===== src/oscsp_pkg.sv =====
// ----------------------------------------------------------------------------
// oscsp_pkg
// shared types and constants of the one-shot click sample player
// ----------------------------------------------------------------------------
package oscsp_pkg;

  localparam int unsigned MaxSamplesDef = 4096;

  // field widths
  localparam int unsigned SampleW = 16;
  localparam int unsigned LenW    = 13;
  localparam int unsigned LoadAW  = 12;
  // compare width, wide enough for any depth up to 65536
  localparam int unsigned CmpW    = 17;

  // item kinds
  localparam logic KindLoad  = 1'b0;
  localparam logic KindFrame = 1'b1;

  // table select
  localparam logic TabNormal = 1'b0;
  localparam logic TabAccent = 1'b1;

  // register indexes
  localparam logic RegNormalLen = 1'b0;
  localparam logic RegAccentLen = 1'b1;

  // per-frame information travelling beside the memory read
  typedef struct packed {
    logic use_mem;
    logic active;
  } frame_info_t;

endpackage


===== src/oscsp_voice.sv =====
// ----------------------------------------------------------------------------
// oscsp_voice
// length registers, voice state and table address generation
// ----------------------------------------------------------------------------
module oscsp_voice import oscsp_pkg::*; #(
  parameter int unsigned MAX_SAMPLES = MaxSamplesDef,
  parameter int unsigned AW          = $clog2(MAX_SAMPLES)
) (
  input  logic               clk_i,
  input  logic               rst_ni,
  input  logic               cfg_we_i,
  input  logic               cfg_idx_i,
  input  logic [LenW-1:0]    cfg_data_i,
  input  logic               fire_i,
  input  logic               kind_i,
  input  logic               table_select_i,
  input  logic [LoadAW-1:0]  load_address_i,
  input  logic [SampleW-1:0] load_value_i,
  input  logic               running_i,
  input  logic               trigger_i,
  input  logic               accent_i,
  output logic               wr_en_o,
  output logic [AW:0]        wr_addr_o,
  output logic [SampleW-1:0] wr_data_o,
  output logic               rd_en_o,
  output logic [AW:0]        rd_addr_o,
  output logic               push_o,
  output frame_info_t        info_o
);

  localparam logic [CmpW-1:0] MaxLen = CmpW'(MAX_SAMPLES);

  logic [LenW-1:0] normal_len_q, accent_len_q;
  logic            playing_q, playing_d;
  logic            accent_q, accent_d;
  logic [LenW-1:0] pos_q, pos_d;

  logic            frame;
  logic            play_c;
  logic [LenW-1:0] pos_c;
  logic [CmpW-1:0] pos_w;
  logic [CmpW-1:0] len_raw, len_c;
  logic            hit;
  logic [CmpW-1:0] load_addr_w;

  always_comb begin
    frame   = fire_i && (kind_i == KindFrame);
    play_c  = trigger_i ? 1'b1 : playing_q;
    accent_d = accent_q;
    pos_d    = pos_q;
    playing_d = playing_q;
    if (trigger_i) begin
      accent_d = accent_i;
    end
    pos_c   = trigger_i ? '0 : pos_q;
    pos_w   = CmpW'(pos_c);
    len_raw = CmpW'(accent_d ? accent_len_q : normal_len_q);
    len_c   = (len_raw > MaxLen) ? MaxLen : len_raw;
    hit     = play_c && (pos_w < len_c);

    info_o = '0;
    if (frame) begin
      if (!running_i) begin
        // silent frame, voice stops, position left as it was
        playing_d = 1'b0;
        accent_d  = accent_q;
      end else begin
        pos_d         = hit ? pos_c + LenW'(1) : pos_c;
        playing_d     = play_c && (CmpW'(pos_d) < len_c);
        info_o.use_mem = hit;
        info_o.active  = playing_d;
      end
    end else begin
      accent_d = accent_q;
    end

    rd_en_o   = frame && running_i && hit;
    rd_addr_o = {accent_d, pos_w[AW-1:0]};
    push_o    = frame;

    load_addr_w = CmpW'(load_address_i);
    wr_en_o     = fire_i && (kind_i == KindLoad) && (load_addr_w < MaxLen);
    wr_addr_o   = {table_select_i, load_addr_w[AW-1:0]};
    wr_data_o   = load_value_i;
  end

  always_ff @(posedge clk_i or negedge rst_ni) begin
    if (!rst_ni) begin
      normal_len_q <= '0;
      accent_len_q <= '0;
      playing_q    <= 1'b0;
      accent_q     <= 1'b0;
      pos_q        <= '0;
    end else begin
      if (cfg_we_i && (cfg_idx_i == RegNormalLen)) begin
        normal_len_q <= cfg_data_i;
      end
      if (cfg_we_i && (cfg_idx_i == RegAccentLen)) begin
        accent_len_q <= cfg_data_i;
      end
      playing_q <= playing_d;
      accent_q  <= accent_d;
      pos_q     <= pos_d;
    end
  end

endmodule


===== config.mk =====
export PLATFORM = sky130hd
export DESIGN_NAME = oscsp_voice
export DESIGN_NICKNAME = d
export VERILOG_FILES = /design/src/oscsp_pkg.sv /design/src/oscsp_voice.sv
export SDC_FILE = /design/constraint.sdc
export NUM_CORES = 1
export LEC_CHECK = 0
export ABC_CLOCK_PERIOD_IN_PS = 7610
export BUFFER_PORTS_ARGS = -buffer_cell sky130_fd_sc_hd__buf_2
export CAP_MARGIN = 10
export CORE_MARGIN = 1.5
export CORE_UTILIZATION = 53
export CTS_CLUSTER_SIZE = 25
export DETAILED_ROUTE_END_ITERATION = 12
export PLACE_DENSITY = 0.82
export SLEW_MARGIN = 40
export SYNTH_ARGS = -nofsm -noshare
export SYNTH_HDL_FRONTEND = slang
export SYNTH_SLANG_ARGS = --single-unit
export TNS_END_PERCENT = 1

===== constraint.sdc =====
create_clock -name clk_i -period 7.61 [get_ports clk_i]
set_clock_uncertainty 0.2 [all_clocks]
set_input_delay 0.761 -clock clk_i [delete_from_list [all_inputs] [get_ports clk_i]]
set_output_delay 0.761 -clock clk_i [all_outputs]
set_load 0.1 [all_outputs]

==> flow_summary.ini <==
[logic_synthesis]
synth.avg_cell_area_sq_um = 9.48
syn_inst = 347
ys_seq_elements = 41
ys_top_cells_by_area = dfrtp_1 (31%), mux2_2 (9.9%), ha_1 (9.5%)
synthFlopType = dfrtp_1
synth_edf_count = 0
ys_warn_count = 0
synthArstFlopShare = 1.00
synth_top_area_frac = 0.312
synth.distinct_cells = 54
seq_area_frac_synth = 0.312
syn_nets = 423
syn_area_sq_um = 3290
yosys.area.top_type = dfrtp_1

[critical_path]
critical_path_required_ns = 6.65
path_common_cell = a21o_1
startpoint = trigger_i
arrival_ns = 6.10
crit_chain = buf_2, mux2_4, mux2i_4, nor3_1, buf_4, a21o_1, ha_1, and4_1, a211oi_1, o221ai_2, a211oi_1, nor2_1, a41o_1, ha_1, a21o_1, a21o_1, a2111oi_0, o211ai_1, a31oi_2, buf_2
critPathKind = in2out
timing.rr.start = accent_q
cpPeakStageDelay_ns = 0.44
critPathMaxFanout = 29
cpMaxStageDelayCell = buf_2
start_kind = input port
end_kind = output pin

[floorplan]
row_count = 28
core-area_sq_um = 5960
die_h_um = 81.8
start_util = 0.552
dieArea_sq_um = 6690
fp.dieW_um = 81.8
ios = 98

[clock_network]
cts-resized-gates = 0
h-tree-depth = 2
clock_latency_ns = 0.31
cts_made_buffers = 5
post-cts-setup-buffers = 0
root_buffer = clkbuf_8
clockBufferDepth = 2
cts_tree = done
hold_buffers = 0
cts_sinks = 41
path_clk_slew_ns = 0.09

[pwr]
ir_drop_v = 0.000134
power_density_nw_per_um2 = 213
p_leak_nw = 1.63

[global_routing]
grt_start_max_net_pins = 42
grt_use_total = 0.240
antenna_found_initial = 0
grt_pass1_vias = 2637
grt_overflow_total = 0
grt_pass1_wl_mm = 12.4

[routing]
routedWlPerCell_um = 17.5
firstDrtPassIters = 4
initialDrtViolationCount = 115
vias = 2669
drt-total-wl_mm = 7.52
via_per_inst = 6.21
ant_nets = 0
drc_errors = 0

[timing]
max_freq_mhz = 142
tightest_slew_ns = 0.693
drv_slew = 0
slew_headroom = 0.538
rsz0062_at_grt = false
finalSetupTns_ns = 0
final-setup-viol-count = 0
finalCritPeriodShare = 0.927
finalCriticalPeriod_ns = 7.06
hold_viol_final = 0

[finish]
area_growth_pct = 4.26
final_cell_mix = nand2_1 (50), dfrtp_1 (41), buf_2 (38)
drive_above_1_share = 0.265
mostFrequentLayoutCell = nand2_1
fin_nets = 430
fin_area_sq_um = 3430
n_antenna_cell = 0

[outcome]
outcome = completed

[placement]
hpwl_mm = 5.69
port_buffers = 39
place_area_sq_um = 3330
gp_congestion = 0.884

[job]
drv_cap = 0

[hold_path]
hold_class = in2async
## power by group
group / switching [W] / internal, W / total (W) / leakage, nW
registers: 0.0000308 / 0.000248 / 0.000279 / 0.495
logic: 0.000188 / 0.000108 / 0.000296 / 1.09
clock network: 0.0000882 / 0.0000669 / 0.000155 / 0.0452
## final timing paths
path                                          to  slack [ns]  cells after the start
worst max-delay path                   info_o[0]        0.55                     20
worst min-delay path            normal_len_q[10]        0.22                      1
worst max register to register         playing_q        2.45                     18
worst min register to register          pos_q[6]        0.31                      1
max in group asynchronous               pos_q[0]        6.62                      1
min in group clk_i                      pos_q[6]        0.31                      1
## logic make-up after synthesis
group / count (synthesis) / synth area share
flops: 41 / 0.312
simple gates: 135 / 0.213
buf+inv: 48 / 0.0936
xor+xnor: 8 / 0.0213
compound gates: 57 / 0.148
mux: 33 / 0.118
fa+ha+maj: 25 / 0.0951
## through the flow
step                power [W]  cells   util  hold slack [ns]  worst slack [ns]
CTS                  0.000731    430  0.575            0.242             0.581
global route         0.000776    430  0.576            0.266             0.262
finish               0.000730    430  0.576            0.224             0.552
global placement     0.000566    422  0.559            0.283             0.732
floorplan            0.000577    347      -            0.265           0.00871
detailed placement   0.000574    422  0.560            0.285             0.586
## synth_stat cells, types with 7 or more instances
master and n:
nor4_1 10, nand2_1 51, nor3_1 7, ha_1 25, clkbuf_1 10, a21oi_1 7
a21o_1 17, mux2_2 29, nor2b_1 14, buf_4 30, nor2_1 9, nand3_1 10
and4_1 7, dfrtp_1 41
## critical path: cells and delay by family
| kind | cells | cell delay (ns) |
|---|---|---|
| muxes | 2 | 0.76 |
| adders and majority gates | 2 | 0.59 |
| AOI/OAI and AO/OA | 10 | 2.50 |
| buffers and inverters | 3 | 1.04 |
| and+or+nand+nor | 3 | 0.41 |
## registers in the layout, indices dropped and copies added, names as in the netlist
| name | count |
|---|---|
| playing_q | 1 |
| accent_len_q | 13 |
| pos_q | 13 |
| accent_q | 1 |
| normal_len_q | 13 |
## final cells by class
class	count	area [sq um]
fillers	536	2530
multi-input cells	258	1970
flip-flops and latches	41	1030
repair buffers	43	228
well taps	75	93.8
clock buffers	5	68.8
clock inverters	3	25.0
inverters	5	18.8
## layer usage
layer | up-vias | track usage | share of wire
li1 | 1263 | - | -
met1 | 1295 | 0.292 | 0.42
met2 | 88 | 0.413 | 0.49
met3 | 23 | 0.0522 | 0.067
met4 | 0 | 0.0932 | 0.024
met5 | - | 0 | 0
Power figures use the tool's default switching activity.
