`config.mk`:
```
export PLATFORM = sky130hd
export DESIGN_NAME = oscsp_out_stage
export DESIGN_NICKNAME = d
export VERILOG_FILES = /design/src/oscsp_pkg.sv /design/src/oscsp_out_stage.sv
export SDC_FILE = /design/constraint.sdc
export NUM_CORES = 1
export LEC_CHECK = 0
export BUFFER_PORTS_ARGS = -buffer_cell sky130_fd_sc_hd__buf_2
export CAP_MARGIN = 40
export CORE_MARGIN = 10
export CORE_UTILIZATION = 43
export CTS_BUF_LIST = sky130_fd_sc_hd__clkbuf_16
export CTS_CLUSTER_DIAMETER = 100
export DETAILED_ROUTE_END_ITERATION = 6
export GPL_TIMING_DRIVEN = 0
export HOLD_SLACK_MARGIN = 0.15
export PLACE_DENSITY = 0.76
export SLEW_MARGIN = 20
export SYNTH_ARGS = -nofsm -noshare
export SYNTH_HDL_FRONTEND = slang
export SYNTH_SLANG_ARGS = --single-unit
```
`constraint.sdc`:
```
create_clock -name clk_i -period 1.7 [get_ports clk_i]
set_input_delay 0.17 -clock clk_i [delete_from_list [all_inputs] [get_ports clk_i]]
set_output_delay 0.17 -clock clk_i [all_outputs]
set_load 0.005 [all_outputs]
```
`src/oscsp_pkg.sv`:
```
// ----------------------------------------------------------------------------
// oscsp_pkg
// shared types and constants of the one-shot click sample player
// ----------------------------------------------------------------------------
package oscsp_pkg;

  localparam int unsigned MaxSamplesDef = 4096;

  // field widths
  localparam int unsigned SampleW = 16;
  localparam int unsigned LenW    = 13;
  localparam int unsigned LoadAW  = 12;
  // compare width, wide enough for any depth up to 65536
  localparam int unsigned CmpW    = 17;

  // item kinds
  localparam logic KindLoad  = 1'b0;
  localparam logic KindFrame = 1'b1;

  // table select
  localparam logic TabNormal = 1'b0;
  localparam logic TabAccent = 1'b1;

  // register indexes
  localparam logic RegNormalLen = 1'b0;
  localparam logic RegAccentLen = 1'b1;

  // per-frame information travelling beside the memory read
  typedef struct packed {
    logic use_mem;
    logic active;
  } frame_info_t;

endpackage

```
`src/oscsp_out_stage.sv`:
```
// ----------------------------------------------------------------------------
// oscsp_out_stage
// read-wait stage and output register with backpressure
// ----------------------------------------------------------------------------
module oscsp_out_stage import oscsp_pkg::*; (
  input  logic               clk_i,
  input  logic               rst_ni,
  input  logic               push_i,
  input  frame_info_t        info_i,
  input  logic [SampleW-1:0] rd_data_i,
  output logic               take_o,
  output logic               out_valid_o,
  input  logic               out_ready_i,
  output logic [SampleW-1:0] sample_o,
  output logic               voice_active_o
);

  logic               s1_vld_q;
  frame_info_t        s1_info_q;
  logic               out_vld_q;
  logic [SampleW-1:0] out_sample_q;
  logic               out_active_q;
  logic               out_free, s1_move;

  assign out_free = !out_vld_q || out_ready_i;
  assign s1_move  = s1_vld_q && out_free;
  assign take_o   = !s1_vld_q || out_free;

  always_ff @(posedge clk_i or negedge rst_ni) begin
    if (!rst_ni) begin
      s1_vld_q  <= 1'b0;
      out_vld_q <= 1'b0;
    end else begin
      if (take_o) begin
        s1_vld_q <= push_i;
      end
      if (s1_move) begin
        out_vld_q <= 1'b1;
      end else if (out_ready_i) begin
        out_vld_q <= 1'b0;
      end
    end
  end

  always_ff @(posedge clk_i) begin
    if (take_o && push_i) begin
      s1_info_q <= info_i;
    end
    // memory data is valid exactly while the frame sits in the wait stage
    if (s1_move) begin
      out_sample_q <= s1_info_q.use_mem ? rd_data_i : '0;
      out_active_q <= s1_info_q.active;
    end
  end

  assign out_valid_o    = out_vld_q;
  assign sample_o       = out_sample_q;
  assign voice_active_o = out_active_q;

endmodule

```
==> impl_metrics.ini, run 1 <==
[global_routing]
grt.overflow.total = 0
grt_max_degree = 18
grt_usage_pct = 9.13
grt_pass1_vias = 565
grt_pass1_wl_um = 2790
antenna_found_initial = 0

[drt]
dr_total_vias = 495
m1WireLength_um = 724
drtIter0Drc = 6
drcViolationCount = 0
dr.max_layer_used = met4
met2_wirelength_um = 797
viasPerCell = 4.23
routed_wl_um = 1750
drt_pass1_iterations = 2
final_antenna_net_count = 0
met3WireLength_um = 157
post_drt_wl_per_cell_um = 14.9

[finish]
nets = 115
area_delta_synth_final_pct = 43.8
layout_commonest_cell = buf_2
fin_area_um2 = 1150
final_cell_mix = 40 x buf_2, 19 x edfxtp_1, 15 x and2_2
nFillCells = 133
drive_above_1_share_pct = 66.3
insertedDiodeCount = 0

[pwr]
p_sw_share_pct = 19.5
cellPowerDensity_nw_per_um2 = 1070
p_int_mw = 0.996
pwr-share-comb_pct = 9.8
power_frac_seq_pct = 50.5
p_switching_mw = 0.242
p_leak_nw = 0.511
clkPwrFrac_pct = 39.7
peakVddDrop_mv = 0.659
total_power_mw = 1.24

[hold_path]
whs_endpoint = sample_o[10]$_SDFFCE_PN0P_
hold_start = rd_data_i[10]
min_path_cells = 2
hp-class = input port to flip-flop

[timing]
tightest_slew_ns = 0.726
slew_violations = 0
setup_viol = 0
finalHoldViolCount = 0
max_freq_ghz = 0.663
skew_ns = 0.00186
holdWs_ns = 0.211
layout_min_cycle_time_ns = 1.51
min_period_over_period_pct = 88.7
fin_tns_setup_ns = 0
slew_headroom_pct = 51.6
rsz0062_at_grt = false

[critical_path]
cp_cell_sequence = nand2b_1 -> and2_1
r2r_end = sample_o[2]$_SDFFCE_PN0P_
path_delay_family = simple AND/OR/NAND/NOR gates
crit_buf_inv = 0
crit_slowest_cell = and2_1
worstPathRequired_ns = 1.58
crit-reg2reg-launch = out_valid_o$_DFFE_PN0P_
r2r_slack_ns = 0.19
crit_type = flip-flop to flip-flop
end_kind = flip-flop
worstSetupStartpoint = out_valid_o$_DFFE_PN0P_
slowest_delay_ns = 0.60
cp-start-kind = flip-flop
crit_fanout = 17
critPathArrivalTime_ns = 1.39
r2r.worst_path.cells = 2

[clock_network]
clkTransAtPathRegs_ns = 0.06
cts_max_path_buffers = 2
cts_sinks = 21
htree_levels = 1
clk_latency_ns = 0.25
cts_root_buffer = clkbuf_16
cts_tree = yes
cts_buffers = 3
cts_setup_buffers = 0
cts_resized = 0
cts_hold_buf = 4

[run_status]
outcome = finished, final reports clean

[yosys]
synthTopCellsByArea = edfxtp_1 71%, and2_2 14%, dfrtp_1 6.2%, nand3b_4 2.5%, and2_1 2.3%
syn_area_um2 = 802
yosysSeqAreaShare_pct = 77.4
ys_seq_elements = 21
yosys.area.top_type = edfxtp_1
syn_inst = 44
synth_nets = 66
synth.avg_cell_area_um2 = 18.2
ys_warn_count = 0
yosys.area.top_type_share_pct = 71.1
synthDistinctLibCells = 7

[die]
ios = 41
rows = 15
core_area_um2 = 1750
dieArea_um2 = 3990
initial_core_util_pct = 45.9
die_h_um = 63.2
dieWidth_um = 63.2

[placed_design]
placed_cell_area_um2 = 1030
place_hpwl_um = 1280
place_congestion = 0.673
portBuffers = 40

[job]
drv_cap = 0
==> final cells by class <==
cell class | instances | area, µm² | area share, %
Tap cell | 25 | 31.3 | 2.71
Timing Repair Buffer | 44 | 240 | 20.8
Sequential cell | 21 | 621 | 53.8
Buffer | 1 | 11.3 | 0.976
Clock inverter | 1 | 5.00 | 0.434
Clock buffer | 3 | 75.1 | 6.51
Multi-Input combinational cell | 22 | 170 | 14.8
==> cell usage after synthesis (all sizes together) <==
cell,count
nand3b,1
buf,1
nand2b,3
edfxtp,19
dfrtp,2
and2,18
==> registers in the layout (all words and copies together), names as in the netlist <==
signal and flops:
out_valid_o 1, voice_active_o 1, sample_o 16, s1_info_q 2, s1_vld_q 1
==> worst max path at each step <==
stage / slack (ns) / cells after the start / end
5_1_grt: 0.09 / 2 / sample_o[6]$_SDFFCE_PN0P_
3_5_place_dp: 0.19 / 2 / sample_o[14]$_SDFFCE_PN0P_
6_report: 0.19 / 2 / sample_o[2]$_SDFFCE_PN0P_
2_1_floorplan: 0.34 / 2 / sample_o[0]$_SDFFCE_PN0P_
3_3_place_gp: 0.23 / 2 / sample_o[2]$_SDFFCE_PN0P_
4_1_cts: 0.18 / 2 / sample_o[2]$_SDFFCE_PN0P_
==> logic make-up after synthesis <==
group                  Yosys count  share of synthesized area, %
AND/OR/NAND/NOR                 22                          21.2
flip-flops                      21                          77.4
buffers and inverters            1                          1.40
==> metrics by stage <==
step	setup WS (ns)	std cells	util, %
global route	0.0864	117	66.1
detailed placement	0.188	109	59.2
CTS	0.184	117	66.1
finish	0.191	117	66.1
floorplan	0.345	44	-
global placement	0.231	109	59.2
==> layer usage <==
layer / up-vias / GRT usage [%]
li1: 249 / -
met3: 7 / 4.42
met4: 0 / 6.83
met5: - / 0
met1: 209 / 9.10
met2: 30 / 14.5
==> power groups by stage <==
stage / Combinational (mW) / Sequential, mW / Clock, mW
final: 0.121 / 0.626 / 0.491
after global routing: 0.135 / 0.631 / 0.523
after CTS: 0.123 / 0.626 / 0.500
after floorplan: 0.0421 / 0.641 / 0
after global placement: 0.112 / 0.635 / 0
after detailed placement: 0.115 / 0.637 / 0
(Power assumes the default switching activity.)
==> inputs of run 2 (changes only) <==
--- a/config.mk
+++ b/config.mk
@@ -14,7 +14,7 @@
 export DETAILED_ROUTE_END_ITERATION = 6
 export GPL_TIMING_DRIVEN = 0
 export HOLD_SLACK_MARGIN = 0.15
-export PLACE_DENSITY = 0.76
+export PLACE_DENSITY = 0.87
 export SLEW_MARGIN = 20
 export SYNTH_ARGS = -nofsm -noshare
 export SYNTH_HDL_FRONTEND = slang
==> impl_metrics.ini, run 2 (synthesis results as in run 1) <==
[pwr]
peakVddDrop_mv = 0.836
cellPowerDensity_nw_per_um2 = 1060
p_leak_nw = 0.511

[drt]
routed_wl_um = 1640
drcViolationCount = 0
post_drt_wl_per_cell_um = 14.0
final_antenna_net_count = 0
viasPerCell = 4.38
dr_total_vias = 512
drtIter0Drc = 11
drt_pass1_iterations = 4

[critical_path]
crit_type = flip-flop to flip-flop
crit_fanout = 17
end_kind = flip-flop
cp_cell_sequence = nand2b_1 -> and2_1
cp-start-kind = flip-flop
critPathArrivalTime_ns = 1.38
slowest_delay_ns = 0.61
r2r.worst_path.cells = 2
worstPathRequired_ns = 1.57
crit_slowest_cell = and2_1

[job]
drv_cap = 0

[timing]
max_freq_ghz = 0.666
finalHoldViolCount = 0
setup_viol = 0
skew_ns = 0.00345
holdWs_ns = 0.212
min_period_over_period_pct = 88.4
tightest_slew_ns = 0.741
rsz0062_at_grt = false
slew_headroom_pct = 50.6
slew_violations = 0
layout_setup_ws_ns = 0.198
layout_min_cycle_time_ns = 1.50
fin_tns_setup_ns = 0

[hold_path]
min_path_cells = 2
hp-class = input port to flip-flop

[finish]
nets = 115
layout_commonest_cell = buf_2
largest_reg_flops = 16
insertedDiodeCount = 0
nFillCells = 140
drive_above_1_share_pct = 66.3
area_delta_synth_final_pct = 43.8
final_util_pct = 66.1
final_cell_mix = 40 x buf_2, 19 x edfxtp_1, 15 x and2_2

[clock_network]
cts_hold_buf = 4
cts_sinks = 21
cts_max_path_buffers = 2
cts_setup_buffers = 0
clkTransAtPathRegs_ns = 0.05
clk_latency_ns = 0.25
cts_root_buffer = clkbuf_16
cts_buffers = 3
cts_tree = yes
cts_resized = 0
htree_levels = 1

[global_routing]
antenna_found_initial = 0
grt.overflow.total = 0
grt_usage_pct = 8.47
grt_pass1_vias = 626
grt_max_degree = 18
grt_pass1_wl_um = 2760

[die]
rows = 15
ios = 41
core_area_um2 = 1750
initial_core_util_pct = 45.9
die_h_um = 63.2
dieWidth_um = 63.2
dieArea_um2 = 3990

[placed_design]
place_ws_ns = 0.183
portBuffers = 40
place_congestion = 0.659

[run_status]
outcome = finished, final reports clean
run 2: cell counts in the layout (fill, tap and decap cells not counted):
No cell type changed its count.
run 2: where the power goes:
group / leakage (nW) / switching, mW / internal, mW
Combinational: 0.261 / 0.0509 / 0.0680
Clock: 0.0409 / 0.159 / 0.315
Sequential: 0.209 / 0.0134 / 0.613
Total: 0.511 / 0.223 / 0.995
run 2: per-layer routing:
metal  vias to the layer above  global-route usage [%]  part of all wire, %
li1                        247                       -                    -
met2                        22                    15.9                   53
met3                         2                    4.95                   11
met4                         0                    2.46                 0.61
met5                         -                       0                    0
met1                       241                    7.40                   35
run 2: cell type report:
| type | instances | area [µm²] | area share [%] |
|---|---|---|---|
| plain buffers | 1 | 11.3 | 0.976 |
| multi-input cells | 22 | 170 | 14.8 |
| flip-flops and latches | 21 | 621 | 53.8 |
| clock inverters | 1 | 5.00 | 0.434 |
| well taps | 25 | 31.3 | 2.71 |
| clock buffers | 3 | 75.1 | 6.51 |
| repair buffers | 44 | 240 | 20.8 |
run 2: critical path: cells and delay by family (launching register included):
kind	cells	cell delay (ns)
and+or+nand+nor	2	0.71
DFF	1	0.41
run 2: final timing paths:
path / start / to / slack [ns]
min in group asynchronous: rst_ni / s1_vld_q$_DFFE_PN0P_ / 0.23
max in group asynchronous: rst_ni / out_valid_o$_DFFE_PN0P_ / 1.37
max: out_valid_o$_DFFE_PN0P_ / sample_o[3]$_SDFFCE_PN0P_ / 0.20
min reg2reg: s1_info_q[0]$_DFFE_PP_ / voice_active_o$_DFFE_PP_ / 0.43
min: rd_data_i[7] / sample_o[7]$_SDFFCE_PN0P_ / 0.21
max reg2reg: out_valid_o$_DFFE_PN0P_ / sample_o[3]$_SDFFCE_PN0P_ / 0.20
run 2: through the flow:
stage / instances / area, µm² / power [mW]
2_1_floorplan: 44 / 802 / 0.684
3_3_place_gp: 109 / 1030 / 0.746
3_5_place_dp: 109 / 1030 / 0.751
4_1_cts: 117 / 1150 / 1.24
5_1_grt: 117 / 1150 / 1.28
6_report: 117 / 1150 / 1.22
==> inputs of run 3 (changes only) <==
--- a/config.mk
+++ b/config.mk
@@ -15,6 +15,7 @@
 export GPL_TIMING_DRIVEN = 0
 export HOLD_SLACK_MARGIN = 0.15
 export PLACE_DENSITY = 0.87
+export REMOVE_ABC_BUFFERS = 1
 export SLEW_MARGIN = 20
 export SYNTH_ARGS = -nofsm -noshare
 export SYNTH_HDL_FRONTEND = slang
==> impl_metrics.ini, run 3 (synthesis results as in run 1) <==
[die]
core_area_um2 = 1750
initial_core_util_pct = 45.9
dieArea_um2 = 3990
dieWidth_um = 63.2
ios = 41
rows = 15
die_h_um = 63.2

[critical_path]
slowest_delay_ns = 0.62
cp_cell_sequence = nand2b_1 -> and2_1
crit_end = sample_o[5]$_SDFFCE_PN0P_
end_kind = flip-flop
r2r_slack_ns = 0.19
path_depth = 2
crit_fanout = 17
worstPathRequired_ns = 1.57
crit_slowest_cell = and2_1
r2r_end = sample_o[5]$_SDFFCE_PN0P_
cp-start-kind = flip-flop
crit_buf_inv = 0
worstSetupStartpoint = out_valid_o$_DFFE_PN0P_
r2r.worst_path.cells = 2
critPathArrivalTime_ns = 1.38
crit-reg2reg-launch = out_valid_o$_DFFE_PN0P_
path_delay_family = simple AND/OR/NAND/NOR gates
crit_type = flip-flop to flip-flop

[run_status]
outcome = finished, final reports clean

[placed_design]
portBuffers = 40
place_inst = 108
place_congestion = 0.622
placed_cell_area_um2 = 1020

[pwr]
p_leak_nw = 0.506
peakVddDrop_mv = 0.574
total_power_mw = 1.21
cellPowerDensity_nw_per_um2 = 1060

[clock_network]
cts_max_path_buffers = 2
cts_setup_buffers = 0
cts_sinks = 21
cts_buffers = 3
cts_tree = yes
htree_levels = 1
cts_root_buffer = clkbuf_16
clk_latency_ns = 0.24
clkTransAtPathRegs_ns = 0.05

[drt]
drt_pass1_iterations = 2
routed_wl_um = 1570
final_antenna_net_count = 0
viasPerCell = 4.29
drcViolationCount = 0
drtIter0Drc = 8
dr_total_vias = 498
post_drt_wl_per_cell_um = 13.5

[finish]
final_cell_mix = 40 x buf_2, 19 x edfxtp_1, 15 x and2_2
drive_above_1_share_pct = 64.8
final_cell_count_no_fill = 116
area_delta_synth_final_pct = 42.3
fin_area_um2 = 1140
insertedDiodeCount = 0
nets = 114
nFillCells = 137
largest_reg_flops = 16
layout_commonest_cell = buf_2

[timing]
max_freq_ghz = 0.663
finalHoldViolCount = 0
tightest_slew_ns = 0.742
skew_ns = 0.00108
setup_viol = 0
holdWs_ns = 0.209
slew_headroom_pct = 50.5
rsz0062_at_grt = false
fin_tns_setup_ns = 0
slew_violations = 0
layout_min_cycle_time_ns = 1.51
min_period_over_period_pct = 88.7

[job]
drv_cap = 0

[global_routing]
grt_pass1_wl_um = 2500
grt.overflow.total = 0
grt_max_degree = 18
antenna_found_initial = 0
grt_pass1_vias = 554
grt_usage_pct = 7.73

[hold_path]
hold_start = rd_data_i[6]
hp-class = input port to flip-flop
[run 3: cell count changes in the layout (fill, tap and decap cells not counted), sizes merged]
cell,change
inv,+1
buf,-1
clkinv,-1
[run 3: power breakdown]
part           leakage [nW]  switching, mW  total, mW  internal, mW
Combinational         0.255         0.0483      0.114        0.0655
Sequential            0.209         0.0146      0.627         0.613
Clock                0.0423          0.152      0.464         0.312
[run 3: worst min path at each step]
stage                                           end  depth (start not counted)
after global placement      out_valid_o$_DFFE_PN0P_                          1
after CTS                 sample_o[6]$_SDFFCE_PN0P_                          2
final                     sample_o[6]$_SDFFCE_PN0P_                          2
after detailed placement       s1_vld_q$_DFFE_PN0P_                          1
after floorplan             out_valid_o$_DFFE_PN0P_                          0
after global routing      sample_o[6]$_SDFFCE_PN0P_                          2
[run 3: worst register-to-register path, cell delays in order (launching register included)]
cell and delay [ns]:
dfrtp_1 0.42, nand2b_1 0.10, and2_1 0.62
[run 3: per-stage QoR]
stage,setup slack (ns),utilization [%]
2_1_floorplan,0.345,-
3_3_place_gp,0.236,58.6
3_5_place_dp,0.200,58.6
4_1_cts,0.192,65.4
5_1_grt,0.0794,65.4
6_report,0.192,65.4
[run 3: metal layers]
metal / wire length [µm] / global-route usage [%] / part of all wire, % / vias to the layer above
met5: 0 / 0 / 0 / -
met4: 0 / 2.46 / 0 / 0
met3: 217 / 4.95 / 14 / 0
met2: 781 / 14.2 / 50 / 28
met1: 570 / 6.64 / 36 / 225
li1: - / - / - / 245
[run 3: layout make-up]
class	instances	area (µm²)	area share (%)
well taps	25	31.3	2.74
clock buffers	3	75.1	6.58
multi-input cells	22	170	14.9
clock inverters	1	3.75	0.329
flip-flops and latches	21	621	54.4
repair buffers	44	240	21.1
[run 3: timing repair]
| action | CTS | global route |
|---|---|---|
| endpoints found under the hold margin | 5 | 0 |
| gates resized for setup | 0 | 0 |
| hold buffers | 4 | 0 |
